**config.mk**
```make
export PLATFORM = sky130hd
export DESIGN_NAME = lzwd_parser
export DESIGN_NICKNAME = d
export VERILOG_FILES = /design/src/rtl/lzwd_pkg.sv /design/src/rtl/lzwd_parser.sv
export SDC_FILE = /design/constraint.sdc
export NUM_CORES = 1
export LEC_CHECK = 0
export CORE_MARGIN = 3
export CORE_UTILIZATION = 36
export CTS_CLUSTER_SIZE = 14
export DETAILED_ROUTE_END_ITERATION = 10
export DONT_BUFFER_PORTS = 1
export SKIP_LAST_GASP = 1
export SYNTH_ARGS = -nofsm -noshare
export SYNTH_HDL_FRONTEND = slang
export SYNTH_SLANG_ARGS = --single-unit
```
**constraint.sdc**
```tcl
create_clock -name clk -period 5.7 [get_ports clk]
set_clock_uncertainty 0.05 [all_clocks]
set_input_delay 1.14 -clock clk [delete_from_list [all_inputs] [get_ports clk]]
set_output_delay 1.14 -clock clk [all_outputs]
set_load 0.02 [all_outputs]
```
**src/rtl/lzwd_pkg.sv**
```systemverilog
// Types and constants shared by the LZ window decompressor modules.
// No dependencies; every other file of the block but lzwd_history imports this package.
package lzwd_pkg;

  typedef struct packed {
    logic [7:0] in_byte;
    logic       block_end;
  } in_item_t;

  typedef struct packed {
    logic [7:0] out_byte;
    logic       last_of_run;
  } out_item_t;

  typedef enum logic [1:0] {
    PH_TOKEN,
    PH_PARAM1,
    PH_PARAM2,
    PH_LITERAL
  } phase_t;

  // Token kinds, taken from the top two bits of a token byte.
  localparam logic [1:0] KIND_LITERAL = 2'b00;
  localparam logic [1:0] KIND_NEAR    = 2'b01;
  localparam logic [1:0] KIND_SHORT   = 2'b10;
  localparam logic [1:0] KIND_FAR     = 2'b11;

  localparam int DIST_W = 13;
  localparam int LEN_W  = 6;
  localparam int LIT_W  = 7;

  localparam logic [LEN_W-1:0]  LEN_BIAS_SHORT = 6'd3;
  localparam logic [LEN_W-1:0]  LEN_BIAS_FAR   = 6'd4;
  localparam logic [DIST_W-1:0] DIST_BIAS      = 13'd1;

  typedef struct packed {
    logic              start;
    logic [DIST_W-1:0] distance;
    logic [LEN_W-1:0]  len;
  } match_cmd_t;

  typedef struct packed {
    logic       valid;
    logic [7:0] data;
  } lit_t;

endpackage

```
**src/rtl/lzwd_parser.sv**
```systemverilog
// Token parser: tracks the parse phase, holds partial tokens and decodes
// match commands and literal bytes. Depends on lzwd_pkg.
module lzwd_parser import lzwd_pkg::*; (
  input  logic       clk,
  input  logic       rst,
  input  logic       fire,
  input  in_item_t   item,
  output match_cmd_t cmd,
  output lit_t       lit,
  output logic       lit_phase
);

  phase_t           phase, phase_next;
  logic [7:0]       token, token_next;
  logic [7:0]       param, param_next;
  logic [LIT_W-1:0] lits_left, lits_next;
  logic [7:0]       b;
  logic [1:0]       kind;

  assign b    = item.in_byte;
  assign kind = token[7:6];

  always_ff @(posedge clk) begin
    if (rst) begin
      phase     <= PH_TOKEN;
      token     <= '0;
      param     <= '0;
      lits_left <= '0;
    end else begin
      phase     <= phase_next;
      token     <= token_next;
      param     <= param_next;
      lits_left <= lits_next;
    end
  end

  always_comb begin
    phase_next = phase;
    token_next = token;
    param_next = param;
    lits_next  = lits_left;
    if (fire) begin
      unique case (phase)
        PH_TOKEN: begin
          token_next = b;
          if (b[7:6] == KIND_LITERAL) begin
            lits_next  = {1'b0, b[5:0]} + LIT_W'(1);
            phase_next = PH_LITERAL;
          end else begin
            phase_next = PH_PARAM1;
          end
        end
        PH_PARAM1: begin
          unique case (kind)
            KIND_NEAR: begin
              lits_next  = '0;
              phase_next = PH_TOKEN;
            end
            KIND_SHORT: begin
              lits_next  = LIT_W'(b[3:0]);
              phase_next = (b[3:0] != 4'd0) ? PH_LITERAL : PH_TOKEN;
            end
            KIND_FAR: begin
              param_next = b;
              phase_next = PH_PARAM2;
            end
            default: begin
              phase_next = PH_TOKEN;
            end
          endcase
        end
        PH_PARAM2: begin
          lits_next  = LIT_W'(b[3:0]);
          phase_next = (b[3:0] != 4'd0) ? PH_LITERAL : PH_TOKEN;
        end
        PH_LITERAL: begin
          lits_next = lits_left - LIT_W'(1);
          if (lits_left == LIT_W'(1)) begin
            phase_next = PH_TOKEN;
          end
        end
        default: begin
          phase_next = PH_TOKEN;
        end
      endcase
      // The end of a block drops any partial token and pending literals.
      if (item.block_end) begin
        phase_next = PH_TOKEN;
        lits_next  = '0;
      end
    end
  end

  always_comb begin
    cmd       = '0;
    lit       = '0;
    lit_phase = (phase == PH_LITERAL);
    if (fire) begin
      unique case (phase)
        PH_PARAM1: begin
          unique case (kind)
            KIND_NEAR: begin
              cmd.start    = 1'b1;
              cmd.distance = DIST_W'({token[5:0], b[7:5]}) + DIST_BIAS;
              cmd.len      = LEN_W'(b[4:0]) + LEN_BIAS_SHORT;
            end
            KIND_SHORT: begin
              cmd.start    = 1'b1;
              cmd.distance = DIST_W'({token[5:0], b[7]}) + DIST_BIAS;
              cmd.len      = LEN_W'(b[6:4]) + LEN_BIAS_SHORT;
            end
            default: begin
              cmd = '0;
            end
          endcase
        end
        PH_PARAM2: begin
          cmd.start    = 1'b1;
          cmd.distance = {token[5:0], param[7:1]};
          cmd.len      = LEN_W'({param[0], b[7:4]}) + LEN_BIAS_FAR;
        end
        PH_LITERAL: begin
          lit.valid = 1'b1;
          lit.data  = b;
        end
        default: begin
          cmd = '0;
        end
      endcase
    end
  end

endmodule

```
* After elaboration in Yosys (flattened, before gate mapping)
Cells that the tools add are included.
Word-level totals: register bits 25, bits of input ports 12, output and inout port bits 30, logic and storage cells 43
Cells by class: add/subtract/negate cells 7, equal/unequal tests 10, multiplexer cells 15, reductions and logical operators 7
Operator list (number):
- 20-bit case mux with 2 select lines | 2
- 7-bit case mux with 4 select lines | 1
- 20-bit two-way mux | 1
- 9-bit two-way mux | 2
- 7-bit two-way mux | 2
- 7-bit case mux with 2 select lines | 1
- 9-bit by 1-bit adder with 10-bit output (second input constant) | 1
- 7-bit by 1-bit adder with 8-bit output (second input constant) | 1
- 2-bit equality test (second input constant) | 4
- 2-bit two-way mux | 4
- 2-bit case mux with 4 select lines | 1
- 6-bit by 1-bit adder with 7-bit output (second input constant) | 1
- 7-bit by 1-bit equality test with 1-bit output (second input constant) | 1
- 7-bit by 1-bit subtractor with 7-bit output (second input constant) | 1
- 5-bit by 2-bit adder with 6-bit output (second input constant) | 1
- 5-bit by 3-bit adder with 6-bit output (second input constant) | 1
- 3-bit AND reduction | 2
- 3-bit by 2-bit adder with 4-bit output (second input constant) | 1
- 2-bit by 1-bit equality test with 1-bit output (second input constant) | 2
- 2-bit logical NOT | 2
- 4-bit inequality test (second input constant) | 1
- 2-bit case mux with 2 select lines | 1
- 2-bit AND reduction | 2
- 4-bit nonzero test | 1
- other kinds (2) | 2

* Depth between registers and ports, before layout
depth after elaboration 5, mapped depth 7, mapped depth without buffers 7

* Worst setup path before layout
Ideal clock, no wire load.
path kind input to output, from input port item[8] (netlist bit), to output port cmd[12] (netlist bit), arrival time 2.274 ns, path slack 2.236 ns, stages on the path 6, buffers on the path 0, path through ha_1 > nand2_1 > nor2_1 > xor2_1 > a222oi_1 > nor3_1
RTL lines:
- start: declaration | RTL line lzwd_parser.sv:7 | input in_item_t item,
- end: declaration | RTL line lzwd_parser.sv:8 | output match_cmd_t cmd,

==> flow_summary.ini <==
[timing]
hold_violations = 0
hold_ws_ps = 447
slew_headroom_pct = 48.8
final.setup.tns_ps = 0
finalSetupViolCount = 0
slew_violations = 0
finalCritPeriodShare_pct = 64.1
worst_pin_slew_ps = 768
fmax_mhz = 274
finalCriticalPeriod_ps = 3650
rsz0062_at_grt = no

[synth]
syn-num-nets = 327
synth.top_cell.area_share_pct = 23.5
async_flop_share_pct = 0
synth_seq_cells = 25
ys_types = 48
syn_area_sq_um = 2130
syn_area_per_cell_sq_um = 7.16
seq_area_frac_synth_pct = 23.5
netlist_instances = 297
synth_edf_count = 0
synth_ff_type = dfxtp_1
ys_warn_count = 0
yosys-top-cells-area = dfxtp_1 (24%), ha_1 (11%), nor2_1 (7.6%)
yosysTopAreaCell = dfxtp_1

[drt]
drt_pass1_iterations = 4
final_antenna_net_count = 0
wirelength_mm = 6.20
wl_per_cell_microns = 17.4
routed_via_density = 5.78
drc = 0
dr_total_vias = 2058
drt_iter0_markers = 176

[global_routing]
grt_use_total_pct = 18.0
antenna_found_initial = 0
grt_pass1_vias = 1937
grt_max_degree = 23
grt_pass1_wl_mm = 10.2
grt_overflow_total = 0

[finish]
diodes = 0
fillers = 617
syn_to_final_growth_pct = 2.88
layout_commonest_cell = nor2_1
final_cell_mix = nor2_1 (43), nand2_1 (36), a21oi_1 (26)
drive_gt1_share_pct = 2.82
final_net_count = 315

[worst_setup_path]
critPathKind = in2out
cp_data_required_time_ps = 4510
critical_path.max_fanout = 9
cp-start-kind = primary input
end_kind = primary output
arrival_ps = 2460

[hold_path]
hold_path.class = reg2reg

[clock_network]
cts-root-buf = clkbuf_8
clkTransAtPathRegs_ps = 100
clk_latency_ps = 270
clock_sinks = 25
hold_buffers = 0
cts_buffers = 3
post_cts_buffers = 0
htree_levels = 1
cts.repair.resized = 0
cts_tree = built
clockBufferDepth = 2

[floorplanning]
rows = 27
fp.dieArea_sq_um = 6860
core_area_sq_um = 5610
die_w_microns = 82.8
start_util_pct = 37.9
die-height_microns = 82.8
io_pins = 42

[place]
dp_hpwl_mm = 4.57
io_buffers = 0
place.gp.congestion = 0.906

[status]
status = complete, no violations

[pwr]
p_leak_nw = 0.859
power.density_nw_per_um2 = 171
ir_drop_mv = 0.0822

[job]
maxCapViolations = 0
==> sequential cells by signal, summed over array words and instances, names as in the netlist <==
signal / cells
param: 8
phase: 2
token: 8
lits_left: 7
==> synthesized netlist by cell type, types with 2 or more instances <==
library cell	instances
ha_1	18
and3_1	11
buf_2	3
clkbuf_1	12
dfxtp_1	25
mux2i_1	2
xnor2_1	15
o21ai_0	9
xor2_1	5
o22ai_1	8
nand2b_1	2
a221oi_1	3
a32oi_1	2
nor3_1	2
a31oi_1	2
a21oi_1	26
nor2_1	43
nand2_1	36
nand3_1	7
and2_1	5
inv_1	15
nand4_1	6
nor2b_1	7
a222oi_1	3
a22oi_1	6
a21o_1	2
==> report_power, final <==
group / internal, W / switching [W] / total (W)
Combinational: 0.0000292 / 0.0000431 / 0.0000723
Clock: 0.0000490 / 0.0000624 / 0.000111
Sequential: 0.000180 / 0.00000951 / 0.000190
==> routing by layer <==
metal	GRT usage (%)	up-vias	part of all wire, %
met1	26.5	964	49
met3	4.46	9	7.2
li1	-	1015	-
met4	3.86	0	1.2
met5	0	-	0
met2	26.5	70	43
==> cell type report <==
| type | count | area [sq um] | area share [%] |
|---|---|---|---|
| clock inverter | 1 | 5.00 | 0.229 |
| inverter | 15 | 56.3 | 2.57 |
| clock buffer | 3 | 41.3 | 1.89 |
| sequential | 25 | 500 | 22.9 |
| multi-input combinational | 240 | 1490 | 68.3 |
| tap | 72 | 90.1 | 4.12 |
==> stage by stage <==
step	setup WS, ps	instance area (sq um)	cells	util (%)	total power (W)
2_1_floorplan	2240	2130	297	-	0.000255
3_3_place_gp	2110	2140	352	38.2	0.000265
3_5_place_dp	2090	2140	352	38.2	0.000265
4_1_cts	2080	2190	356	39.0	0.000377
5_1_grt	1910	2190	356	39.0	0.000395
6_report	2050	2190	356	39.0	0.000374
==> logic make-up (layout without fill, tap and decap cells) <==
family	Yosys count	count (layout)	synth area share (%)
simple gates	129	129	29.1
compound gates	71	71	21.4
buf+inv	32	19	6.18
flops	25	25	23.5
xor+xnor	20	20	8.24
fa+ha+maj	18	18	10.6
mux	2	2	0.942
==> critical path: stages <==
cell and delay, ps:
ha_1 250, nand2_1 90, nor2_1 130, xor2_1 160, a222oi_1 100, nor3_1 590
==> path summary, 6_finish.rpt <==
| kind | start | endpoint | slack, ps | depth (start not counted) |
|---|---|---|---|---|
| setup / recovery | item[8] | cmd[12] | 2050 | 6 |
| hold reg to reg | param[4]$_SDFFE_PP0P_ | param[4]$_SDFFE_PP0P_ | 450 | 2 |
| setup reg to reg | token[7]$_SDFFE_PP0P_ | lits_left[5]$_SDFFE_PP0P_ | 3530 | 7 |
| hold / removal | param[4]$_SDFFE_PP0P_ | param[4]$_SDFFE_PP0P_ | 450 | 2 |
No activity file was read; power rests on OpenSTA's default activity.
