<file path="config.mk">
export PLATFORM = sky130hd
export DESIGN_NAME = lzwd_out_fifo
export DESIGN_NICKNAME = d
export VERILOG_FILES = /design/src/rtl/lzwd_pkg.sv /design/src/rtl/lzwd_out_fifo.sv
export SDC_FILE = /design/constraint.sdc
export NUM_CORES = 1
export LEC_CHECK = 0
export BUFFER_PORTS_ARGS = -buffer_cell sky130_fd_sc_hd__buf_2
export CORE_MARGIN = 1.5
export CORE_UTILIZATION = 53
export CTS_BUF_LIST = sky130_fd_sc_hd__clkbuf_16
export DETAILED_ROUTE_END_ITERATION = 7
export PLACE_DENSITY = 0.78
export SLEW_MARGIN = 20
export SYNTH_ARGS = -nofsm -noshare
export SYNTH_HDL_FRONTEND = slang
export SYNTH_SLANG_ARGS = --single-unit
</file>
<file path="constraint.sdc">
create_clock -name clk -period 3.3 [get_ports clk]
set_input_delay 0.165 -clock clk [delete_from_list [all_inputs] [get_ports clk]]
set_output_delay 0.165 -clock clk [all_outputs]
set_load 0.01 [all_outputs]
</file>
<file path="src/rtl/lzwd_pkg.sv">
// Types and constants shared by the LZ window decompressor modules.
// No dependencies; every other file of the block but lzwd_history imports this package.
package lzwd_pkg;

  typedef struct packed {
    logic [7:0] in_byte;
    logic       block_end;
  } in_item_t;

  typedef struct packed {
    logic [7:0] out_byte;
    logic       last_of_run;
  } out_item_t;

  typedef enum logic [1:0] {
    PH_TOKEN,
    PH_PARAM1,
    PH_PARAM2,
    PH_LITERAL
  } phase_t;

  // Token kinds, taken from the top two bits of a token byte.
  localparam logic [1:0] KIND_LITERAL = 2'b00;
  localparam logic [1:0] KIND_NEAR    = 2'b01;
  localparam logic [1:0] KIND_SHORT   = 2'b10;
  localparam logic [1:0] KIND_FAR     = 2'b11;

  localparam int DIST_W = 13;
  localparam int LEN_W  = 6;
  localparam int LIT_W  = 7;

  localparam logic [LEN_W-1:0]  LEN_BIAS_SHORT = 6'd3;
  localparam logic [LEN_W-1:0]  LEN_BIAS_FAR   = 6'd4;
  localparam logic [DIST_W-1:0] DIST_BIAS      = 13'd1;

  typedef struct packed {
    logic              start;
    logic [DIST_W-1:0] distance;
    logic [LEN_W-1:0]  len;
  } match_cmd_t;

  typedef struct packed {
    logic       valid;
    logic [7:0] data;
  } lit_t;

endpackage

</file>
<file path="src/rtl/lzwd_out_fifo.sv">
// Two-entry output queue that separates the copy engine from the result
// channel. Depends on lzwd_pkg.
module lzwd_out_fifo import lzwd_pkg::*; (
  input  logic       clk,
  input  logic       rst,
  input  logic       push,
  input  out_item_t  push_item,
  output logic       valid,
  input  logic       ready,
  output out_item_t  head,
  output logic [1:0] avail
);

  out_item_t  entries [2];
  logic       wr_ptr, rd_ptr;
  logic [1:0] count;
  logic       pop;

  assign valid = (count != 2'd0);
  assign head  = entries[rd_ptr];
  assign pop   = valid && ready;
  // Free slots once this cycle's pop has gone.
  assign avail = 2'd2 - count + {1'b0, pop};

  always_ff @(posedge clk) begin
    if (rst) begin
      wr_ptr <= 1'b0;
      rd_ptr <= 1'b0;
      count  <= '0;
    end else begin
      if (push) begin
        wr_ptr <= ~wr_ptr;
      end
      if (pop) begin
        rd_ptr <= ~rd_ptr;
      end
      count <= count + {1'b0, push} - {1'b0, pop};
    end
  end

  always_ff @(posedge clk) begin
    if (push) begin
      entries[wr_ptr] <= push_item;
    end
  end

endmodule

</file>
* After elaboration in Yosys (flattened, before gate mapping) *
Memories as Yosys holds them, arrays and structs flattened. A register that Yosys moved wholly into a read port is not among the register bits.
Cells that the tools add are included.

word-level totals
  flip-flop bits (word level) = 4
  memory bits (writable) = 18
  memories = 1

memory list
  memory   depth  width  rd ports  clocked after memory_dff  write ports  RTL line             source
  entries  2      9      1         1                         1            lzwd_out_fifo.sv:14  out_item_t entries [2];

cells by class
  add/sub/neg operators = 4
  multiplexer cells = 4
  bitwise gates (word level) = 2
  reductions and logical operators = 2

operators by type and width
  kind                   number
  $add A2 B1 Y2          2
  $mux W1                4
  $not A1 Y1             2
  $reduce_bool A2 Y1     1
  $sub A2 B1 Y2          1
  $sub A2 B2 Y2 const A  1
  $logic_and A1 B1 Y1    1

* Logic depth before layout (Yosys ltp) *
Gate-level depths: netlist (run 1).

  depth in word-level cells = 4
  depth in mapped cells = 6

* Worst setup path before layout (run 1) *
No wires, ideal clock.

  path type = register to register
  from = register count[1]
  to = register count[1]
  setup time = 0.064 ns
  data arrival time = 1.338 ns
  data required time = 3.236 ns
  slack = 1.898 ns
  stages on the path, launching flop included = 7
  buffers on the path = 0
  clock period less this slack = 1.402 ns
  cells stage by stage = dfxtp_1 > o21a_1 > ha_1 > inv_1 > ha_1 > xnor3_1 > nor2_1

on the way
  cells in the longest elaborated chain, start to end = 3
  elaborated cells between the ends (all ways) = 4
  those cells by class = 2 x add/sub; 2 x reduce/logical

ends and longest elaborated chain
  element                   RTL line             source
  start: declaration        lzwd_out_fifo.sv:16  logic [1:0] count;
  start signal: assignment  lzwd_out_fifo.sv:37  count <= count + {1'b0, push} - {1'b0, pop};
  $reduce_bool A2 Y1        lzwd_out_fifo.sv:19  assign valid = (count != 2'd0);
  $logic_and A1 B1 Y1       lzwd_out_fifo.sv:21  assign pop = valid && ready;
  net pop                   lzwd_out_fifo.sv:17  logic pop;
  $sub A2 B1 Y2             lzwd_out_fifo.sv:37

The timed path passes the listed nets, and every way through them passes these cells.
A chain may end at the register's enable or synchronous reset.

* Worst setup path after layout (run 1) *
  from = register count[1]
  to = output avail[1]

on the way
  cells in the longest elaborated chain, start to end = 3
  elaborated cells between the ends (all ways) = 4
  those cells by class = 2 x add/sub; 2 x reduce/logical

ends and longest elaborated chain
  element              RTL line             source
  $reduce_bool A2 Y1   lzwd_out_fifo.sv:19
  $logic_and A1 B1 Y1  lzwd_out_fifo.sv:21
  net pop              lzwd_out_fifo.sv:17
  $add A2 B1 Y2        lzwd_out_fifo.sv:23  assign avail = 2'd2 - count + {1'b0, pop};
  end: declaration     lzwd_out_fifo.sv:11  output logic [1:0] avail

The timed path passes the listed nets, and every way through them passes these cells.

==> run metrics, run 1 <==
status completed; Ports 25; worst r2r src count[1]; grt met1 use 16.2%; Fin. Hold Viols 0; CP Launch Type register; Peak Freq 0.661 GHz; clock-pin slew on the worst setup and hold paths 60 ps; number of port buffers 24; total grt overflow 0; drt first pass iters 4; crit-path max FO 4; fin area 0.00112 mm2; flops & latches, synth 23; top-area cell type share of the netlist area 59.5%; r2r worst-path depth 6; unrepaired setup endpoints after global routing false; clock sinks 23; Mapped Avg Cell Area 17.1 um2; Min Hold Slack 101 ps; Worst-Skew Late Latency 250 ps; flip-flop and latch area 641 um2; CTS tree built; initial antenna violation count 0; placed cell area 0.00104 mm2; power density over the cells 772 mW/mm2; Tightest Pin Transition 803 ps; number of global-route vias before repair 455; static leakage 0.462 nW; worst vdd ir 0.465 mV; register area share after synthesis 70.5%; vias per std cell 5.08; Starting Density 58.3%; global-route usage over all layers 14.9%; Core Region 0.00156 mm2; Synth top cells by count 18 x edfxtp_1, 11 x mux2_2, 5 x dfxtp_1; Num CTS Buffers 3; first-pass GRT wire length 1920 um; min-delay src push_item[5]; fin nets 97; Post-synth EDFFs 18; Vias 488; Gate Count Post-Synth 53; met3 usage in global routing 4.08%; die width 44.4 um; Worst Setup End Kind primary output; Post-Syn Area 908 um2; most used routing layer met2; final setup fails 0; Main synth FF type edfxtp_1; FF-to-FF End count[1]; CTS Buffer Depth 2; H-tree depth 1; most common cell in the netlist edfxtp_1; R2R Setup Slk 1840 ps; FILL cells 113; dpl hpwl 897 um; layout cells sized above 1 48.8%; Min-Delay Endpoint entries[0][5]; Area contributors post-synth edfxtp_1 60%, mux2_2 14%, dfxtp_1 11%, ha_1 4.1%, xnor3_1 2.5%; period utilization 45.9%; required time worst endpoint 3130 ps; Hold-fix buffers, CTS 0; routing usage on met2 25.6%; Multi-input gate area 251 um2; Min-Delay Path Depth 1; ANT cells 0; DR DRC count 0; final-report max-slew violation count 0; Layout area overhead 23.6%; Cell Rows 14; Synth Warn # 0; GP Congestion 0.704; Hold Crit Class in2reg; 1st-iter DRT viols 10; Post-Route WL 1250 um; Netlist cell types 13; die height 44.4 um; peak per-stage delay on the critical path 370 ps; leading area contributor after synthesis edfxtp_1; ANT nets after route 0; asr flop ratio synth 0%; critical path's slowest cell dfxtp_1; crit path time final 1510 ps; die area 0.00197 mm2; Setup TNS 0 ps; Crit Path Category reg2out; detail-routed net length per standard cell 13.0 um; largest net degree at the start of global routing 13; Arr. time, crit path 1350 ps; Resize count post-CTS 0; setup bufs post-CTS 0; Max-Cap Viols 0; Mapped Nets 69; slew margin rel. 46.3%; critical-path cell list o21a_1, inv_1, ha_1, xnor2_1, buf_2; post-route clock skew 0.868 ps; clk root buf clkbuf_16
## state kept, by name, indices dropped and copies added (netlist names), named ones only
signal / count
rd_ptr: 1
entries: 18
count: 2
wr_ptr: 1
## power breakdown
part / total, mW / internal [mW] / leakage (nW) / switching (mW)
logic: 0.240 / 0.137 / 0.209 / 0.103
clock network: 0.248 / 0.161 / 0.0423 / 0.0871
registers: 0.378 / 0.349 / 0.210 / 0.0291
total: 0.867 / 0.647 / 0.462 / 0.219
## cell families after synthesis
group | share of synthesized area [%]
multiplexers | 13.6
AO/OA/AOI/OAI | 0.827
flip-flops | 70.5
buffers and inverters | 1.79
AND/OR/NAND/NOR | 4.68
adder cells (fa/ha/maj) | 4.13
XOR/XNOR | 4.41
## worst max path at each step
stage | startpoint | to | slack (ps) | cells after the start
2_1_floorplan | count[1] | count[1] | 1900 | 6
3_3_place_gp | count[1] | count[1] | 1930 | 6
3_5_place_dp | count[1] | count[1] | 1860 | 6
4_1_cts | count[1] | avail[1] | 1770 | 5
5_1_grt | count[1] | avail[1] | 1710 | 5
6_report | count[1] | avail[1] | 1790 | 5
## final cells by class
class	instances	share of cell area [%]
clock buffer	3	6.69
clock inverter	1	0.334
inverter	3	1.00
multi-input combinational	26	22.4
sequential	23	57.1
tap	16	1.78
timing repair buffer	24	10.7
## metrics by stage
step           util, %  setup slack, ps  cells  power [mW]
2_1_floorplan        -             1900     53       0.548
3_3_place_gp      66.9             1930     92       0.615
3_5_place_dp      66.9             1860     92       0.626
4_1_cts           72.0             1770     96       0.875
5_1_grt           72.0             1710     96       0.906
6_report          72.0             1790     96       0.867
## cell usage in the layout, fill, tap and decap left out, drive strengths merged
master   n
clkbuf   3
ha       3
inv      4
edfxtp  18
and2     1
mux2    11
xnor2    2
nor2b    3
nor2     3
xnor3    1
dfxtp    5
buf     24
o21a     1
or2      1
## worst max-delay path: cells and delay by family, from the launching register on
kind            cells  cell delay (ps)
compound gates      1              220
xor+xnor            1              120
fa+ha+maj           1              190
buf+inv             2              200
flops               1              370
## metal layers
metal / routed length (um) / up-vias / part of all wire (%)
met5: 0 / - / 0
met3: 56 / 2 / 4.5
met4: 5 / 0 / 0.40
li1: - / 245 / -
met1: 494 / 227 / 40
met2: 692 / 14 / 55
Power figures use the tool's default switching activity.
==> inputs of run 2 (changes only) <==
--- a/config.mk
+++ b/config.mk
@@ -7,10 +7,10 @@
 export LEC_CHECK = 0
 export BUFFER_PORTS_ARGS = -buffer_cell sky130_fd_sc_hd__buf_2
 export CORE_MARGIN = 1.5
-export CORE_UTILIZATION = 53
+export CORE_UTILIZATION = 49
 export CTS_BUF_LIST = sky130_fd_sc_hd__clkbuf_16
 export DETAILED_ROUTE_END_ITERATION = 7
-export PLACE_DENSITY = 0.78
+export PLACE_DENSITY = 0.72
 export SLEW_MARGIN = 20
 export SYNTH_ARGS = -nofsm -noshare
 export SYNTH_HDL_FRONTEND = slang
==> constraint.sdc (replaced) <==
create_clock -name clk -period 1.5 [get_ports clk]
set_input_delay 0.075 -clock clk [delete_from_list [all_inputs] [get_ports clk]]
set_output_delay 0.075 -clock clk [all_outputs]
set_load 0.01 [all_outputs]
==> run 2 against run 1 <==
Against the previous run:
- clock skew rose by 0.90 ps
- first-iteration DRC count fell by 70%
- sequential share of layout area is 1.1 points lower
- core utilization fell by 5.8 points
- sequential power is 120% higher
- clock power is 120% higher
- die area up 7.6%
- sequential cell count unchanged
- global-route usage down 2.3 points
- cell count rose by 10%
- worst hold slack worse by 91 ps
- worst setup slack got worse by 1700 ps
- critical endpoint is now head[3]
- highest routed layer is now met3
==> run metrics, run 2 (synthesis results as in run 1) <==
status completed; power density over the cells 1670 mW/mm2; Num CTS Buffers 3; cell internal pwr 1.43 mW; Worst-Skew Late Latency 250 ps; crit path time final 1410 ps; fin nets 98; Biggest register entries; static leakage 0.466 nW; largest registers entries: 18 flops, count: 2 flops; Layout area overhead 25.9%; ANT cells 0; CTS tree built; critical path's slowest cell dfxtp_1; critical-path cell list mux2_2, buf_2; Min-Delay Endpoint entries[0][0]; number of global-route vias before repair 425; min-delay src push_item[0]; layout cells sized above 1 51.9%; final setup fails 0; die area 0.00212 mm2; initial antenna violation count 0; required time worst endpoint 1420 ps; worst r2r src count[0]; number of port buffers 24; Min Hold Slack 9.75 ps; dpl hpwl 839 um; Hold-fix buffers, CTS 0; clock sinks 23; Sw Ratio 25.0%; global-route usage over all layers 12.5%; Setup TNS 0 ps; Crit Path Category reg2out; Power Total 1.91 mW; FF-to-FF End count[1]; clk root buf clkbuf_16; slew margin rel. 71.6%; setup bufs post-CTS 0; power share of the sequential group 43.5%; CTS Buffer Depth 2; final std cells w/o fill 106; Worst Setup End Kind primary output; r2r worst-path depth 6; GP Congestion 0.659; Fin. Hold Viols 0; placed cell area 0.00106 mm2; die height 46.1 um; clock-pin slew on the worst setup and hold paths 60 ps; max FFs per register 18; Hold Crit Class in2reg; unrepaired setup endpoints after global routing false; Max-Cap Viols 0; drt first pass iters 4; Starting Density 52.6%; crit-path max FO 9; H-tree depth 1; CP Launch Type register; total grt overflow 0; NetSw 0.478 mW; commonest non-fill, non-tap cell in the layout buf_2; Comb pwr share 27.5%; Vias 502; Ports 25; vias per std cell 4.74; worst vdd ir 0.851 mV; clock share of power 28.9%; period utilization 94.1%; ANT nets after route 0; Tightest Pin Transition 426 ps; fin area 0.00114 mm2; Core Region 0.00173 mm2; largest net degree at the start of global routing 14; final setup margin 88.1 ps; Peak Freq 0.708 GHz; detail-routed net length per standard cell 11.8 um; R2R Setup Slk 90 ps; Arr. time, crit path 1340 ps; final-report max-slew violation count 0; Post-Route WL 1250 um; DR DRC count 0; 1st-iter DRT viols 3; peak per-stage delay on the critical path 570 ps; first-pass GRT wire length 1770 um; die width 46.1 um; DP Cell Count 102; commonest non-fill, non-tap cells in the layout 24 x buf_2, 18 x edfxtp_1, 11 x mux2_2; Min-Delay Path Depth 1; Cell Rows 15; dpl ws 76.5 ps; Layout Utilization 66.2%; FILL cells 146; post-route clock skew 1.77 ps
## run 2: cell types whose count changed in the layout (fill, tap and decap cells not counted)
cell | previous run | this run
o21a_2 | 0 | 1
o21a_1 | 1 | 0
inv_1 | 4 | 3
buf_4 | 0 | 1
clkinv_2 | 0 | 1
## run 2: final cells by class
cell class	count	area, um2	share of cell area (%)
Timing Repair Buffer	25	128	11.2
Tap cell	25	31.3	2.74
Clock inverter	1	5.00	0.438
Clock buffer	3	75.1	6.56
Sequential cell	23	641	56.0
Inverter	3	11.3	0.985
Multi-Input combinational cell	26	253	22.1
## run 2: per-layer routing
layer / vias up / track usage (%) / routed length [um]
met4: 0 / 6.86 / 0
met1: 239 / 14.7 / 495
li1: 247 / - / -
met2: 16 / 20.3 / 692
met3: 0 / 3.92 / 62
met5: - / 0 / 0
## run 2: worst max-delay path, delay by kind of cell, from the launching register on
family / cells / cell delay [ps]
muxes: 1 / 380
buffers and inverters: 1 / 140
DFF: 1 / 570
## run 2: power by group through the flow
stage	sequential [mW]	clock [mW]	combinational [mW]
floorplan	0.811	0	0.394
global placement	0.842	0	0.518
detailed placement	0.848	0	0.532
CTS	0.834	0.565	0.536
global route	0.843	0.583	0.576
finish	0.832	0.553	0.526
## run 2: how the worst max path moves through the flow
stage | endpoint | depth (start not counted) | startpoint
6_report | head[3] | 2 | register
3_3_place_gp | count[1] | 6 | count[1]
3_5_place_dp | count[1] | 6 | count[1]
2_1_floorplan | count[1] | 6 | count[1]
4_1_cts | head[3] | 2 | register
5_1_grt | avail[1] | 5 | count[0]
## run 2: repair_timing
item / in CTS / in global routing
resized for setup: 0 / 1
endpoints found under the hold margin: 0 / 0
endpoints found under the setup margin: 0 / 1
