==> src/rtl/lzwd_pkg.sv <==
// Types and constants shared by the LZ window decompressor modules.
// No dependencies; every other file of the block but lzwd_history imports this package.
package lzwd_pkg;

  typedef struct packed {
    logic [7:0] in_byte;
    logic       block_end;
  } in_item_t;

  typedef struct packed {
    logic [7:0] out_byte;
    logic       last_of_run;
  } out_item_t;

  typedef enum logic [1:0] {
    PH_TOKEN,
    PH_PARAM1,
    PH_PARAM2,
    PH_LITERAL
  } phase_t;

  // Token kinds, taken from the top two bits of a token byte.
  localparam logic [1:0] KIND_LITERAL = 2'b00;
  localparam logic [1:0] KIND_NEAR    = 2'b01;
  localparam logic [1:0] KIND_SHORT   = 2'b10;
  localparam logic [1:0] KIND_FAR     = 2'b11;

  localparam int DIST_W = 13;
  localparam int LEN_W  = 6;
  localparam int LIT_W  = 7;

  localparam logic [LEN_W-1:0]  LEN_BIAS_SHORT = 6'd3;
  localparam logic [LEN_W-1:0]  LEN_BIAS_FAR   = 6'd4;
  localparam logic [DIST_W-1:0] DIST_BIAS      = 13'd1;

  typedef struct packed {
    logic              start;
    logic [DIST_W-1:0] distance;
    logic [LEN_W-1:0]  len;
  } match_cmd_t;

  typedef struct packed {
    logic       valid;
    logic [7:0] data;
  } lit_t;

endpackage

==> src/rtl/lzwd_copy.sv <==
// Copy engine: owns the write position, issues one history read per cycle
// for a match while the output queue has room, writes every output byte back
// and forwards a byte read in the cycle it is written. Depends on lzwd_pkg.
module lzwd_copy import lzwd_pkg::*; #(
  parameter  int WINDOW_SIZE = 8192,
  localparam int AW          = $clog2(WINDOW_SIZE)
) (
  input  logic          clk,
  input  logic          rst,
  input  match_cmd_t    cmd,
  input  lit_t          lit,
  input  logic [1:0]    avail,
  output logic          rd_en,
  output logic [AW-1:0] rd_addr,
  input  logic [7:0]    rd_data,
  output logic          wr_en,
  output logic [AW-1:0] wr_addr,
  output logic [7:0]    wr_data,
  output logic          push,
  output out_item_t     push_item,
  output logic          busy
);

  logic [AW-1:0]    wp, wp_inc;
  logic [AW-1:0]    src, src_inc, src0;
  logic [AW:0]      src_wide;
  logic [LEN_W-1:0] left;
  logic             pend, pend_last, pend_fwd;
  logic [7:0]       last_wdata, fetched;
  logic             issue;

  // Source of the first copied byte: write position less the distance,
  // wrapped into the window. A distance of zero lands on the write position.
  assign src_wide = (AW+1)'(WINDOW_SIZE) + {1'b0, wp} - (AW+1)'(cmd.distance);
  assign src0     = (src_wide >= (AW+1)'(WINDOW_SIZE)) ?
                    AW'(src_wide - (AW+1)'(WINDOW_SIZE)) : AW'(src_wide);
  assign src_inc  = (src == AW'(WINDOW_SIZE - 1)) ? '0 : src + AW'(1);
  assign wp_inc   = (wp == AW'(WINDOW_SIZE - 1)) ? '0 : wp + AW'(1);

  // A read is only issued when its byte is sure to find room in the output
  // queue in the next cycle, when the byte is pushed.
  assign issue   = (left != '0) && (avail > {1'b0, pend});
  assign rd_en   = issue;
  assign rd_addr = src;
  assign fetched = pend_fwd ? last_wdata : rd_data;
  assign busy    = (left != '0) || pend;

  always_comb begin
    wr_en                 = lit.valid || pend;
    wr_addr               = wp;
    wr_data               = lit.valid ? lit.data : fetched;
    push                  = wr_en;
    push_item.out_byte    = wr_data;
    push_item.last_of_run = lit.valid ? 1'b1 : pend_last;
  end

  always_ff @(posedge clk) begin
    if (rst) begin
      left <= '0;
      pend <= 1'b0;
      wp   <= '0;
    end else begin
      if (cmd.start) begin
        left <= cmd.len;
      end else if (issue) begin
        left <= left - LEN_W'(1);
      end
      pend <= issue;
      if (wr_en) begin
        wp <= wp_inc;
      end
    end
  end

  always_ff @(posedge clk) begin
    if (cmd.start) begin
      src <= src0;
    end else if (issue) begin
      src <= src_inc;
    end
    if (issue) begin
      pend_last <= (left == LEN_W'(1));
      // The slot being written this cycle is read with its old contents,
      // so the new byte is taken from the forwarding register instead.
      pend_fwd  <= pend && (src == wp);
    end
    if (wr_en) begin
      last_wdata <= wr_data;
    end
  end

endmodule

==> config.mk <==
export PLATFORM = sky130hd
export DESIGN_NAME = lzwd_copy
export DESIGN_NICKNAME = d
export VERILOG_FILES = /design/src/rtl/lzwd_pkg.sv /design/src/rtl/lzwd_copy.sv
export SDC_FILE = /design/constraint.sdc
export NUM_CORES = 1
export LEC_CHECK = 0
export ABC_CLOCK_PERIOD_IN_PS = 2900
export BUFFER_PORTS_ARGS = -buffer_cell sky130_fd_sc_hd__buf_2
export CAP_MARGIN = 20
export CORE_UTILIZATION = 28
export DETAILED_ROUTE_END_ITERATION = 6
export GPL_ROUTABILITY_DRIVEN = 0
export GPL_TIMING_DRIVEN = 0
export PLACE_DENSITY = 0.54
export SLEW_MARGIN = 10
export SYNTH_ARGS = -nofsm -noshare
export SYNTH_HDL_FRONTEND = slang
export SYNTH_SLANG_ARGS = --single-unit
==> constraint.sdc <==
create_clock -name clk -period 2.9 [get_ports clk]
set_clock_uncertainty 0.1 [all_clocks]
set_input_delay 0.145 -clock clk [delete_from_list [all_inputs] [get_ports clk]]
set_output_delay 0.145 -clock clk [all_outputs]
set_load 0.02 [all_outputs]
After elaboration in Yosys (flattened, before gate mapping)
Cells that the tools add are included.
Widths: inputs -> output; s select.

storage, ports and cells
  bits in registers = 43
  word-level logic and storage cells = 35
  output and inout bits = 47

operators by class
  multiplexer cells = 10
  equal/unequal tests = 4
  reductions and logical operators = 6
  $add $sub $neg = 6
  magnitude comparators = 2

operators with widths
  operator                count
  $mux 13                 5
  $add 13x1->13 const B   2
  $eq 13x13->1 const B    2
  $mux 8                  2
  $add 14x13->14 const A  1
  $ge 14x14->1 const B    1
  $sub 14x13->14          1
  $eq 13x13->1            1
  $sub 13x1->13 const B   1
  $mux 6                  2
  $eq 6x1->1 const B      1
  $reduce_bool 6->1       1
  $sub 6x1->6 const B     1
  $gt 2x1->1              1
  $logic_and 1x1->1       2
  $logic_or 1x1->1        2
  $reduce_bool 2->1       1
  $mux 1                  1

Logic depth before layout (Yosys ltp)
Gate-level depths: netlist of the first run.

  depth in word-level cells = 5
  gate-level depth with buffers = 8
  depth with buffers taken out = 8

Worst setup path before layout of the first run
Ideal clock, no wire load.

  kind = flip-flop to flip-flop
  from = register wp[0] (netlist: wr_addr[0])
  to = register src[12] (netlist: rd_addr[12]) (data pin)
  setup time = 150 ps
  required time = 2,650 ps
  path slack = 545 ps
  arrival = 2,105 ps
  path buffers = 0
  cell stages (with the launch flop) = 9
  path through = dfxtp_1 > inv_1 > ha_1 > fa_1 > nor2b_1 > o31a_1 > o21ai_0 > a32o_1 > nor3_2

on the way
  cells in the longest elaborated chain, start to end = 5
  elaborated cells between the ends (all ways) = 6
  those cells by class = 3 x add/sub; 1 x order compare; 2 x mux

ends and longest elaborated chain
  item                                                  line                              text
  start: declaration                                    lzwd_copy.sv:24                   logic [AW-1:0] wp, wp_inc;
  start signal: assignment                              lzwd_copy.sv:70                   wp <= wp_inc;
  $add 14x13->14 (*)                                    lzwd_copy.sv:34                   assign src_wide = (AW+1)'(WINDOW_SIZE) + {1'b0, wp} - (AW+1)'(cmd.distance);
  $sub 14x13->14 (*)                                    lzwd_copy.sv:34
  $sub 13x1->13 / $ge 14x14->1 (equally long branches)  lzwd_copy.sv:36, lzwd_copy.sv:35
  $mux 13 (*)                                           lzwd_copy.sv:35                   assign src0 = (src_wide >= (AW+1)'(WINDOW_SIZE)) ?
  $mux 13 (*)                                           lzwd_copy.sv:76                   if (cmd.start) begin
  end signal: assignment                                lzwd_copy.sv:77                   src <= src0;
  end signal: assignment                                lzwd_copy.sv:79                   src <= src_inc;
  end: declaration                                      lzwd_copy.sv:25                   logic [AW-1:0] src, src_inc, src0;

Mark *: on every way between the ends. The rest lies on a longest branch, timed or not.
A chain may end at the register's enable or synchronous reset.

Worst setup path after layout of the first run
Same ends and word-level chain as after synthesis.

==> results of run 1 <==
-- cell type report --
cell class | instances | area (um2) | share of cell area [%]
clock buffers | 5 | 68.8 | 1.77
plain buffers | 21 | 118 | 3.02
inverters | 25 | 93.8 | 2.41
flip-flops and latches | 43 | 1090 | 28.1
multi-input cells | 256 | 1820 | 46.9
well taps | 140 | 175 | 4.50
repair buffers | 91 | 475 | 12.2
clock inverters | 3 | 43.8 | 1.13
-- how the worst max path moves through the flow --
stage | from | endpoint | slack, ns | depth (start not counted)
after floorplan | wr_addr[0] | rd_addr[12] | 0.55 | 8
after global placement | wr_addr[0] | rd_addr[12] | 0.31 | 8
after detailed placement | wr_addr[0] | rd_addr[12] | 0.26 | 8
after CTS | wr_addr[0] | rd_addr[12] | 0.24 | 8
after global routing | wr_addr[0] | rd_addr[10] | 0.008 | 8
final | wr_addr[0] | rd_addr[12] | 0.26 | 8
-- tightest hold or removal path, cell delays in order --
cell	delay (ns)
sky130_fd_sc_hd__buf_2	0.10
sky130_fd_sc_hd__nor2_1	0.08
sky130_fd_sc_hd__a211oi_1	0.05
-- kinds of logic after synthesis --
kind of cell             count (synthesis)
AND/OR/NAND/NOR                        116
adder cells (fa/ha/maj)                 18
multiplexers                            10
flip-flops                              43
XOR/XNOR                                42
buffers and inverters                   46
AO/OA/AOI/OAI                           70
-- report_power, final --
| group | internal, W | switching (W) |
|---|---|---|
| sequential | 0.000741 | 0.000105 |
| combinational | 0.000266 | 0.000363 |
| clock | 0.000257 | 0.000224 |
| total | 0.00126 | 0.000691 |
-- sequential cells by signal (all words and copies together), names as in the netlist --
register	count
rd_addr	13
left	6
pend	1
pend_fwd	1
pend_last	1
last_wdata	8
wr_addr	13
-- cell usage in the layout, fill, tap and decap left out, drive strengths merged, types with 3 or more instances in the layout --
cell / Yosys / final
inv: 25 / 25
nand2b: 3 / 3
a211oi: 4 / 4
edfxtp: 23 / 23
nand3: 12 / 12
nand4: 9 / 9
nor2: 26 / 26
mux2i: 9 / 9
o21ai: 17 / 17
xnor2: 21 / 21
buf: 11 / 98
nor4: 5 / 5
o22ai: 3 / 3
o21a: 7 / 7
clkbuf: 10 / 15
nor4b: 4 / 4
nor3: 11 / 11
xor2: 21 / 21
dlygate4sd3: 0 / 4
nand2: 33 / 33
o2111ai: 3 / 3
dfxtp: 20 / 20
nor2b: 3 / 3
ha: 17 / 17
a21oi: 16 / 16
-- layer usage --
metal	vias up	global-route usage, %
li1	1418	-
met1	1317	19.6
met2	73	24.8
met3	8	2.30
met4	0	4.50
met5	-	0
-- what timing repair did --
item / CTS / global route
endpoints found under the setup margin: 0 / 0
hold buffers: 4 / 0
endpoints found under the hold margin: 4 / 0
-- per-stage QoR --
| stage | instance area [um2] | utilization [%] |
|---|---|---|
| final | 3890 | 35.9 |
| after floorplan | 3130 | - |
| after global routing | 3890 | 35.9 |
| after global placement | 3740 | 34.5 |
| after detailed placement | 3740 | 34.5 |
| after CTS | 3890 | 35.9 |
==> impl_metrics.py, run 1 <==
metrics = {
    "yosys": {
        "synth.yosys.warnings": 0,
        "post_synth_instance_area_um2": 3130,
        "ys_top_cells_by_count": "33 x sky130_fd_sc_hd__nand2_1, 26 x sky130_fd_sc_hd__nor2_1, 25 x sky130_fd_sc_hd__inv_1, 23 x sky130_fd_sc_hd__edfxtp_1",
        "synth.most_common_cell": "sky130_fd_sc_hd__nand2_1",
        "synth_top_family_by_area": "simple AND/OR/NAND/NOR gates",
        "post_synth_and_or_nand_nor_area_fraction_pct": 20.4,
        "synth_edf_count": 23,
        "synth-seq-area-share_pct": 34.9,
        "yosys_register_bits": 43,
        "yosys.cell_types.count": 57,
        "mean_instance_size_in_the_synthesized_netlist_um2": 9.06,
        "yosys-top-cells-area": "sky130_fd_sc_hd__edfxtp_1 22%, sky130_fd_sc_hd__dfxtp_1 13%, sky130_fd_sc_hd__ha_1 6.8%, sky130_fd_sc_hd__xnor2_1 5.9%, sky130_fd_sc_hd__xor2_1 5.9%",
        "synth_area_leader_cell": "sky130_fd_sc_hd__edfxtp_1",
        "post-synth-top-area-fraction_pct": 22.1,
        "synthCells": 345,
        "synth_ff_type": "sky130_fd_sc_hd__edfxtp_1",
        "postSynth.asyncResetShare_pct": 0,
        "synthAdderAreaFrac_pct": 7.45,
        "synth_xor_xnor_area_share_pct": 11.8,
        "synth-compound-area-share_pct": 15.5,
        "synth.area.mux_share_pct": 3.24,
        "syn_nets": 404,
    },
    "grt": {
        "first_global_vias": 2642,
        "gr-usage-all-layers_pct": 14.8,
        "antenna_found_initial": 0,
        "global_route.overflow_total": 0,
        "grt_max_degree": 17,
        "grt_first_pass_wirelength_um": 13400,
    },
    "placed_design": {
        "port_buffers": 87,
        "dpl.cell_count": 572,
        "place.detailed.hpwl_um": 6500,
        "detailedPlace.worstSlack_ns": 0.263,
    },
    "setup_path": {
        "cp_slowest_cell": "sky130_fd_sc_hd__dfxtp_1",
        "rrSetupSlack_ns": 0.26,
        "worstPathBufferInverterCount": 1,
        "max_stage_delay_ns": 0.48,
        "cp_data_arrival_time_ns": 2.69,
        "cp-start-kind": "flop",
        "reg2regPathDepth": 8,
        "critical_path_fanout_max": 7,
        "required_ns": 2.95,
        "regToRegStartpoint": "wr_addr[0]",
        "critPathKind": "flop to flop",
        "crit_family": "compound AO/OA/AOI/OAI gates",
        "setup.worst_path.end_class": "flop",
        "timing.rr.end": "rd_addr[12]",
        "worstPathCellList": "inv_1 > ha_1 > fa_1 > nor2b_1 > o31a_1 > o21ai_0 > a32o_1 > nor3_2",
    },
    "detailed_routing": {
        "vias": 2816,
        "first_pass_iteration_count_of_the_detailed_router": 4,
        "post_drt_via_cell_ratio": 4.82,
        "residual_drc": 0,
        "met2RoutedLength_um": 4030,
        "postRouteWirelength_um": 8390,
        "drt_first_iter_violations": 111,
        "topRoutingLayerUsed": "met4",
        "wl_met1_um": 3780,
        "final_antenna_net_count": 0,
        "detailroute.wirelength.met3_um": 457,
        "routedWlPerCell_um": 14.4,
    },
    "min_path": {
        "holdPathStages": 3,
        "worstHoldEndpoint": "left[5]",
        "worst_min_delay_path_startpoint": "cmd[5]",
        "worstHoldPathType": "input port to flop",
    },
    "cts": {
        "cts_root_buffer": "sky130_fd_sc_hd__clkbuf_8",
        "clk_pin_slew_worst_paths_ns": 0.09,
        "cts_max_path_buffers": 2,
        "post_cts.repair.setup_buffers": 0,
        "clkSinkCount": 43,
        "post_cts_resized": 0,
        "clock_tree.htree_level_count": 2,
        "cts-buffers-inserted": 5,
        "clock_latency_ns": 0.30,
        "tritoncts": "yes",
    },
    "final_layout": {
        "layout.nets": 502,
        "layout-drive-gt1-share_pct": 27.5,
        "num_antenna_cells": 0,
        "layout.filler_cells": 1139,
        "area_growth_from_synthesis_to_layout_pct": 24.4,
        "fin_cells": 584,
    },
    "timing": {
        "fin_crit_sh_pct": 91.1,
        "minimum_clock_period_after_layout_ns": 2.64,
        "report.final.setup_viol": 0,
        "finalHoldWorstSlack_ns": 0.0254,
        "final-hold-violation-count": 0,
        "achievable_frequency_mhz": 379,
        "relSlewSlack_pct": 57.2,
        "post-route-worst-setup-slack_ns": 0.259,
        "worst-slew-pin-transition_ns": 0.642,
        "grt_setup_unrepaired": "no",
        "timing.final.max_slew_violations": 0,
        "timing.setup.tns_ns": 0,
    },
    "power": {
        "power_per_cell_area_nw_per_um2": 503,
        "ir_worst_vdd_mv": 0.260,
        "p_total_w": 0.00195,
        "power_leakage_nw": 1.67,
    },
    "outcome": {
        "outcome": "complete, no violations",
    },
    "floorplanning": {
        "floorplan.die.width_um": 108,
        "rows": 38,
        "die_height_um": 108,
        "io_pins": 88,
        "fp.coreArea_um2": 10800,
        "total_die_area_um2": 11600,
        "starting_utilization_of_the_core_area_pct": 28.8,
    },
    "run": {
        "max_cap_viol_count": 0,
    },
}
Power figures use the tool's default switching activity.
==> run 2, diff against run 1 <==
- ABC_AREA: unset -> 1
==> impl_metrics.py, run 2 <==
metrics = {
    "outcome": {
        "outcome": "complete, no violations",
    },
    "placed_design": {
        "place.detailed.hpwl_um": 8020,
        "port_buffers": 86,
        "detailedPlace.worstSlack_ns": 0.601,
    },
    "setup_path": {
        "critPathKind": "flop to flop",
        "worstPathBufferInverterCount": 3,
        "critical_path_fanout_max": 5,
        "max_stage_delay_ns": 0.40,
        "cp_data_arrival_time_ns": 2.23,
        "rrSetupSlack_ns": 0.61,
        "cp_slowest_cell": "sky130_fd_sc_hd__dfxtp_1",
        "regToRegStartpoint": "wr_addr[0]",
        "required_ns": 2.84,
        "worstPathCellList": "inv_1 > ha_1 > fa_1 > inv_1 > nand3_1 > nand3_1 > inv_1 > nor2_1 > o21ai_0 > nand3_1 > nand2_1",
        "worst_setup_path_startpoint": "wr_addr[0]",
        "setup.worst_path.end_class": "flop",
        "timing.rr.end": "rd_addr[8]",
        "reg2regPathDepth": 11,
        "cp-start-kind": "flop",
        "crit_family": "adder cells",
    },
    "yosys": {
        "post_synth_instance_area_um2": 3430,
        "synth_edf_count": 23,
        "post-synth-top-area-fraction_pct": 20.1,
        "synth-seq-area-share_pct": 31.8,
        "post_synth_and_or_nand_nor_area_fraction_pct": 35.6,
        "ys_top_cells_by_count": "134 x sky130_fd_sc_hd__nand2_1, 82 x sky130_fd_sc_hd__inv_1, 45 x sky130_fd_sc_hd__nor2_1, 40 x sky130_fd_sc_hd__nand3_1, 35 x sky130_fd_sc_hd__a21oi_1",
        "synth_top_family_by_area": "simple AND/OR/NAND/NOR gates",
        "synth_xor_xnor_area_share_pct": 2.55,
        "synth.most_common_cell": "sky130_fd_sc_hd__nand2_1",
        "syn_nets": 567,
        "synthCells": 508,
        "synth_area_leader_cell": "sky130_fd_sc_hd__edfxtp_1",
        "synth.yosys.warnings": 0,
        "mean_instance_size_in_the_synthesized_netlist_um2": 6.76,
        "synth-compound-area-share_pct": 10.6,
        "yosys_register_bits": 43,
        "synthAdderAreaFrac_pct": 6.78,
        "postSynth.asyncResetShare_pct": 0,
        "synth.area.mux_share_pct": 0,
        "yosys-top-cells-area": "sky130_fd_sc_hd__edfxtp_1 20%, sky130_fd_sc_hd__nand2_1 15%, sky130_fd_sc_hd__dfxtp_1 12%, sky130_fd_sc_hd__inv_1 9.0%, sky130_fd_sc_hd__ha_1 6.2%",
        "synth_ff_type": "sky130_fd_sc_hd__edfxtp_1",
        "yosys.cell_types.count": 35,
    },
    "timing": {
        "relSlewSlack_pct": 61.8,
        "report.final.setup_viol": 0,
        "minimum_clock_period_after_layout_ns": 2.29,
        "grt_setup_unrepaired": "no",
        "worst-slew-pin-transition_ns": 0.573,
        "fin_crit_sh_pct": 78.9,
        "post-route-worst-setup-slack_ns": 0.611,
        "achievable_frequency_mhz": 437,
        "timing.setup.tns_ns": 0,
        "timing.final.max_slew_violations": 0,
        "final-hold-violation-count": 0,
    },
    "power": {
        "power.combinational.fraction_pct": 32.0,
        "internal_power_w": 0.00140,
        "ir_worst_vdd_mv": 0.253,
        "power_leakage_nw": 2.10,
        "netSwitchingPower_w": 0.000810,
        "sw_frac_of_total_pct": 36.6,
        "power_per_cell_area_nw_per_um2": 524,
        "power.share.clock_pct": 29.5,
        "pwr-share-seq_pct": 38.5,
    },
    "grt": {
        "global_route.overflow_total": 0,
        "grt_first_pass_wirelength_um": 16100,
        "grt_max_degree": 17,
        "first_global_vias": 3318,
        "antenna_found_initial": 0,
        "gr-usage-all-layers_pct": 16.1,
    },
    "floorplanning": {
        "rows": 40,
        "total_die_area_um2": 12700,
        "starting_utilization_of_the_core_area_pct": 28.7,
        "fp.coreArea_um2": 12000,
        "die_height_um": 113,
        "floorplan.die.width_um": 113,
        "io_pins": 88,
    },
    "final_layout": {
        "layout.nets": 661,
        "final_common_cell": "sky130_fd_sc_hd__nand2_1",
        "area_growth_from_synthesis_to_layout_pct": 23.1,
        "layout.filler_cells": 1299,
        "layout-drive-gt1-share_pct": 22.6,
        "num_antenna_cells": 0,
        "mostFrequentLayoutCells": "134 x sky130_fd_sc_hd__nand2_1, 88 x sky130_fd_sc_hd__buf_2, 82 x sky130_fd_sc_hd__inv_1, 45 x sky130_fd_sc_hd__nor2_1, 40 x sky130_fd_sc_hd__nand3_1",
    },
    "detailed_routing": {
        "routedWlPerCell_um": 13.5,
        "final_antenna_net_count": 0,
        "first_pass_iteration_count_of_the_detailed_router": 4,
        "residual_drc": 0,
        "drt_first_iter_violations": 269,
        "vias": 3545,
        "postRouteWirelength_um": 10100,
        "post_drt_via_cell_ratio": 4.73,
    },
    "min_path": {
        "worstHoldEndpoint": "left[0]",
        "worst_min_delay_path_startpoint": "cmd[0]",
        "holdPathStages": 3,
        "worstHoldPathType": "input port to flop",
    },
    "cts": {
        "post_cts_resized": 0,
        "tritoncts": "yes",
        "cts_root_buffer": "sky130_fd_sc_hd__clkbuf_16",
        "clock_tree.htree_level_count": 2,
        "cts-buffers-inserted": 5,
        "clock_latency_ns": 0.29,
        "cts_max_path_buffers": 2,
        "clkSinkCount": 43,
        "clk_pin_slew_worst_paths_ns": 0.07,
    },
    "run": {
        "max_cap_viol_count": 0,
    },
}
[run 2: cell count changes in the layout (fill, tap and decap cells not counted), sizes merged, moves of 6 or more]
cell    change
clkbuf      -7
nand4       +6
o21a        -7
mux2i       -9
nand3      +31
xor2       -13
xnor2      -19
inv        +59
a21oi      +19
nand2     +107
nor2       +28
[run 2: final cells by class]
cell class,count,area [um2],share of cell area [%]
clock buffers,5,125,2.96
multi-input cells,363,1910,45.1
plain buffers,18,123,2.90
well taps,147,184,4.35
flip-flops and latches,43,1090,25.8
clock inverters,3,43.8,1.04
inverters,84,315,7.46
repair buffers,87,440,10.4
[run 2: per-layer routing]
metal | track usage, % | part of all wire (%) | vias up
met3 | 2.41 | 6.1 | 13
met2 | 26.5 | 46 | 117
met1 | 21.5 | 47 | 1588
li1 | - | - | 1827
met5 | 0 | 0 | -
met4 | 5.24 | 1.3 | 0
[run 2: through the flow]
stage	instances	instance area (um2)	utilization, %	hold WS (ns)	power [W]
2_1_floorplan	508	3430	-	0.124	0.00133
3_3_place_gp	741	4050	33.8	0.264	0.00156
3_5_place_dp	741	4050	33.8	0.257	0.00157
4_1_cts	750	4230	35.3	0.0348	0.00223
5_1_grt	750	4230	35.3	0.0461	0.00234
6_report	750	4230	35.3	0.0342	0.00221
[run 2: worst reg2reg max path: stages (launching register included)]
cell                      delay, ns
sky130_fd_sc_hd__dfxtp_1       0.40
sky130_fd_sc_hd__inv_1         0.14
sky130_fd_sc_hd__ha_1          0.24
sky130_fd_sc_hd__fa_1          0.37
sky130_fd_sc_hd__inv_1         0.15
sky130_fd_sc_hd__nand3_1       0.09
sky130_fd_sc_hd__nand3_1       0.18
sky130_fd_sc_hd__inv_1         0.06
sky130_fd_sc_hd__nor2_1        0.08
sky130_fd_sc_hd__o21ai_0       0.08
sky130_fd_sc_hd__nand3_1       0.11
sky130_fd_sc_hd__nand2_1       0.06
[run 2: worst max-delay path by stage]
stage,to,cells past startpoint,slack (ns)
final,rd_addr[8],11,0.61
after global routing,rd_addr[8],11,0.38
after CTS,rd_addr[8],11,0.59
after detailed placement,rd_addr[12],11,0.60
after global placement,rd_addr[12],11,0.63
after floorplan,rd_addr[8],11,0.79
[run 2: power groups by stage]
stage / Combinational [W] / Clock (W) / Sequential (W)
global placement: 0.000697 / 0 / 0.000864
global route: 0.000789 / 0.000693 / 0.000863
floorplan: 0.000439 / 0 / 0.000888
detailed placement: 0.000705 / 0 / 0.000866
finish: 0.000708 / 0.000654 / 0.000852
CTS: 0.000709 / 0.000664 / 0.000853
[run 2: kinds of logic (layout without fill, tap and decap cells)]
family | Yosys count | count (layout)
AND/OR/NAND/NOR | 269 | 269
buffers and inverters | 102 | 197
AO/OA/AOI/OAI | 66 | 66
flip-flops | 43 | 43
adder cells (fa/ha/maj) | 18 | 18
XOR/XNOR | 10 | 10
[run 2: repair_timing]
item | CTS | global route
hold endpoints to repair | 1 | 0
setup buffers | 0 | 0
hold buffers | 1 | 0
==> run 3, diff against run 2 <==
- ABC_CLOCK_PERIOD_IN_PS: 2900 -> 2210
- clock period: 2.9 -> 2.21 ns (I/O delays scaled with it)
==> impl_metrics.py, run 3 (synthesis gave the netlist of run 2 again) <==
metrics = {
    "placed_design": {
        "dpl.cell_count": 741,
        "detailedPlace.worstSlack_ns": -0.0886,
        "port_buffers": 86,
        "place.detailed.hpwl_um": 8020,
    },
    "timing": {
        "fin_crit_sh_pct": 94.6,
        "report.final.setup_viol": 0,
        "worst-slew-pin-transition_ns": 0.572,
        "grt_setup_unrepaired": "no",
        "post-route-worst-setup-slack_ns": 0.119,
        "achievable_frequency_mhz": 478,
        "relSlewSlack_pct": 61.8,
        "final-hold-violation-count": 0,
        "minimum_clock_period_after_layout_ns": 2.09,
        "timing.final.max_slew_violations": 0,
    },
    "final_layout": {
        "mostFrequentLayoutCells": "134 x sky130_fd_sc_hd__nand2_1, 88 x sky130_fd_sc_hd__buf_2, 80 x sky130_fd_sc_hd__inv_1, 45 x sky130_fd_sc_hd__nor2_1, 39 x sky130_fd_sc_hd__nand3_1",
        "num_antenna_cells": 0,
        "area_of_the_multi_input_gates_um2": 1910,
        "seq_area_um2": 1100,
        "postLayoutCoreUtil_pct": 35.6,
        "area_growth_from_synthesis_to_layout_pct": 23.9,
        "final_common_cell": "sky130_fd_sc_hd__nand2_1",
        "fin_cells": 752,
        "layout-drive-gt1-share_pct": 23.8,
        "layout.filler_cells": 1299,
        "layout.nets": 663,
    },
    "detailed_routing": {
        "routedWlPerCell_um": 13.5,
        "drt_first_iter_violations": 243,
        "first_pass_iteration_count_of_the_detailed_router": 4,
        "vias": 3561,
        "postRouteWirelength_um": 10100,
        "final_antenna_net_count": 0,
        "post_drt_via_cell_ratio": 4.74,
        "residual_drc": 0,
    },
    "setup_path": {
        "required_ns": 2.15,
        "cp-start-kind": "flop",
        "critical_path_fanout_max": 8,
        "rrSetupSlack_ns": 0.12,
        "setup.worst_path.end_class": "flop",
        "critPathKind": "flop to flop",
        "cp_data_arrival_time_ns": 2.03,
    },
    "floorplanning": {
        "floorplan.die.width_um": 113,
        "die_height_um": 113,
        "rows": 40,
        "total_die_area_um2": 12700,
        "io_pins": 88,
        "starting_utilization_of_the_core_area_pct": 28.7,
        "fp.coreArea_um2": 12000,
    },
    "power": {
        "power_per_cell_area_nw_per_um2": 685,
        "ir_worst_vdd_mv": 0.332,
        "power_leakage_nw": 2.11,
        "p_total_w": 0.00292,
    },
    "min_path": {
        "worstHoldPathType": "input port to flop",
    },
    "outcome": {
        "outcome": "complete, no violations",
    },
    "cts": {
        "cts_max_path_buffers": 2,
        "cts-buffers-inserted": 5,
        "clk_pin_slew_worst_paths_ns": 0.06,
        "clock_tree.htree_level_count": 2,
        "clkSinkCount": 43,
        "tritoncts": "yes",
        "clock_latency_ns": 0.28,
        "cts_root_buffer": "sky130_fd_sc_hd__clkbuf_16",
    },
    "grt": {
        "global_route.overflow_total": 0,
        "grt_first_pass_wirelength_um": 16100,
        "antenna_found_initial": 0,
        "grt_max_degree": 17,
        "first_global_vias": 3320,
        "gr-usage-all-layers_pct": 16.1,
    },
    "run": {
        "max_cap_viol_count": 0,
    },
}
run 3: cell count changes in the layout (fill, tap and decap cells not counted), moves of 2 or more:
cell                      change
sky130_fd_sc_hd__buf_4        +2
sky130_fd_sc_hd__dfxtp_1      -2
sky130_fd_sc_hd__inv_1        -2
sky130_fd_sc_hd__inv_2        +2
run 3: final cells by class:
type                       instances  area share (%)
buffer                            18            2.88
clock inverter                     3            1.03
clock buffer                       5            2.94
multi-input combinational        363            45.0
tap                              147            4.32
timing repair buffer              89            10.7
inverter                          84            7.41
sequential                        43            25.8
run 3: path summary, 6_finish.rpt:
path,start,endpoint,cells past startpoint
worst max-delay path,wr_addr[2],rd_addr[5],8
worst min register to register,left[0],left[0],2
worst min-delay path,cmd[4],left[4],3
worst max register to register,wr_addr[2],rd_addr[5],8
run 3: metal layers:
layer / wire length [um] / up-vias / GRT usage, %
li1: - / 1834 / -
met4: 176 / 0 / 5.24
met5: 0 / - / 0
met2: 4650 / 112 / 26.5
met1: 4790 / 1599 / 21.5
met3: 512 / 16 / 2.41
run 3: power breakdown:
part           internal [W]  switching (W)
registers          0.000984       0.000136
logic              0.000333       0.000608
clock network      0.000533       0.000322
run 3: repair_timing:
item | in CTS | in global routing
endpoints found under the setup margin | 3 | 4
resized for setup | 2 | 5
pin swaps | 0 | 1
hold buffers | 1 | 0
hold endpoints to repair | 1 | 0
buffers inserted | 0 | 2
run 3: stage by stage:
| step | TNS (ns) | instance area [um2] | hold slack (ns) |
|---|---|---|---|
| detailed placement | -0.181 | 4050 | 0.222 |
| global placement | -0.105 | 4050 | 0.230 |
| global route | 0 | 4260 | 0.0116 |
| CTS | 0 | 4230 | 0.000293 |
| floorplan | 0 | 3430 | 0.0898 |
| finish | 0 | 4260 | 0.00280 |
run 3: critical path, stage by stage, from the launching register on:
cell and delay (ns):
sky130_fd_sc_hd__dfxtp_1 0.55, sky130_fd_sc_hd__ha_1 0.40, sky130_fd_sc_hd__nand2_1 0.13, sky130_fd_sc_hd__nand3_1 0.18, sky130_fd_sc_hd__nand2_1 0.10, sky130_fd_sc_hd__nand2_1 0.06, sky130_fd_sc_hd__or2_1 0.20, sky130_fd_sc_hd__nand2_1 0.07
sky130_fd_sc_hd__nand2_1 0.05
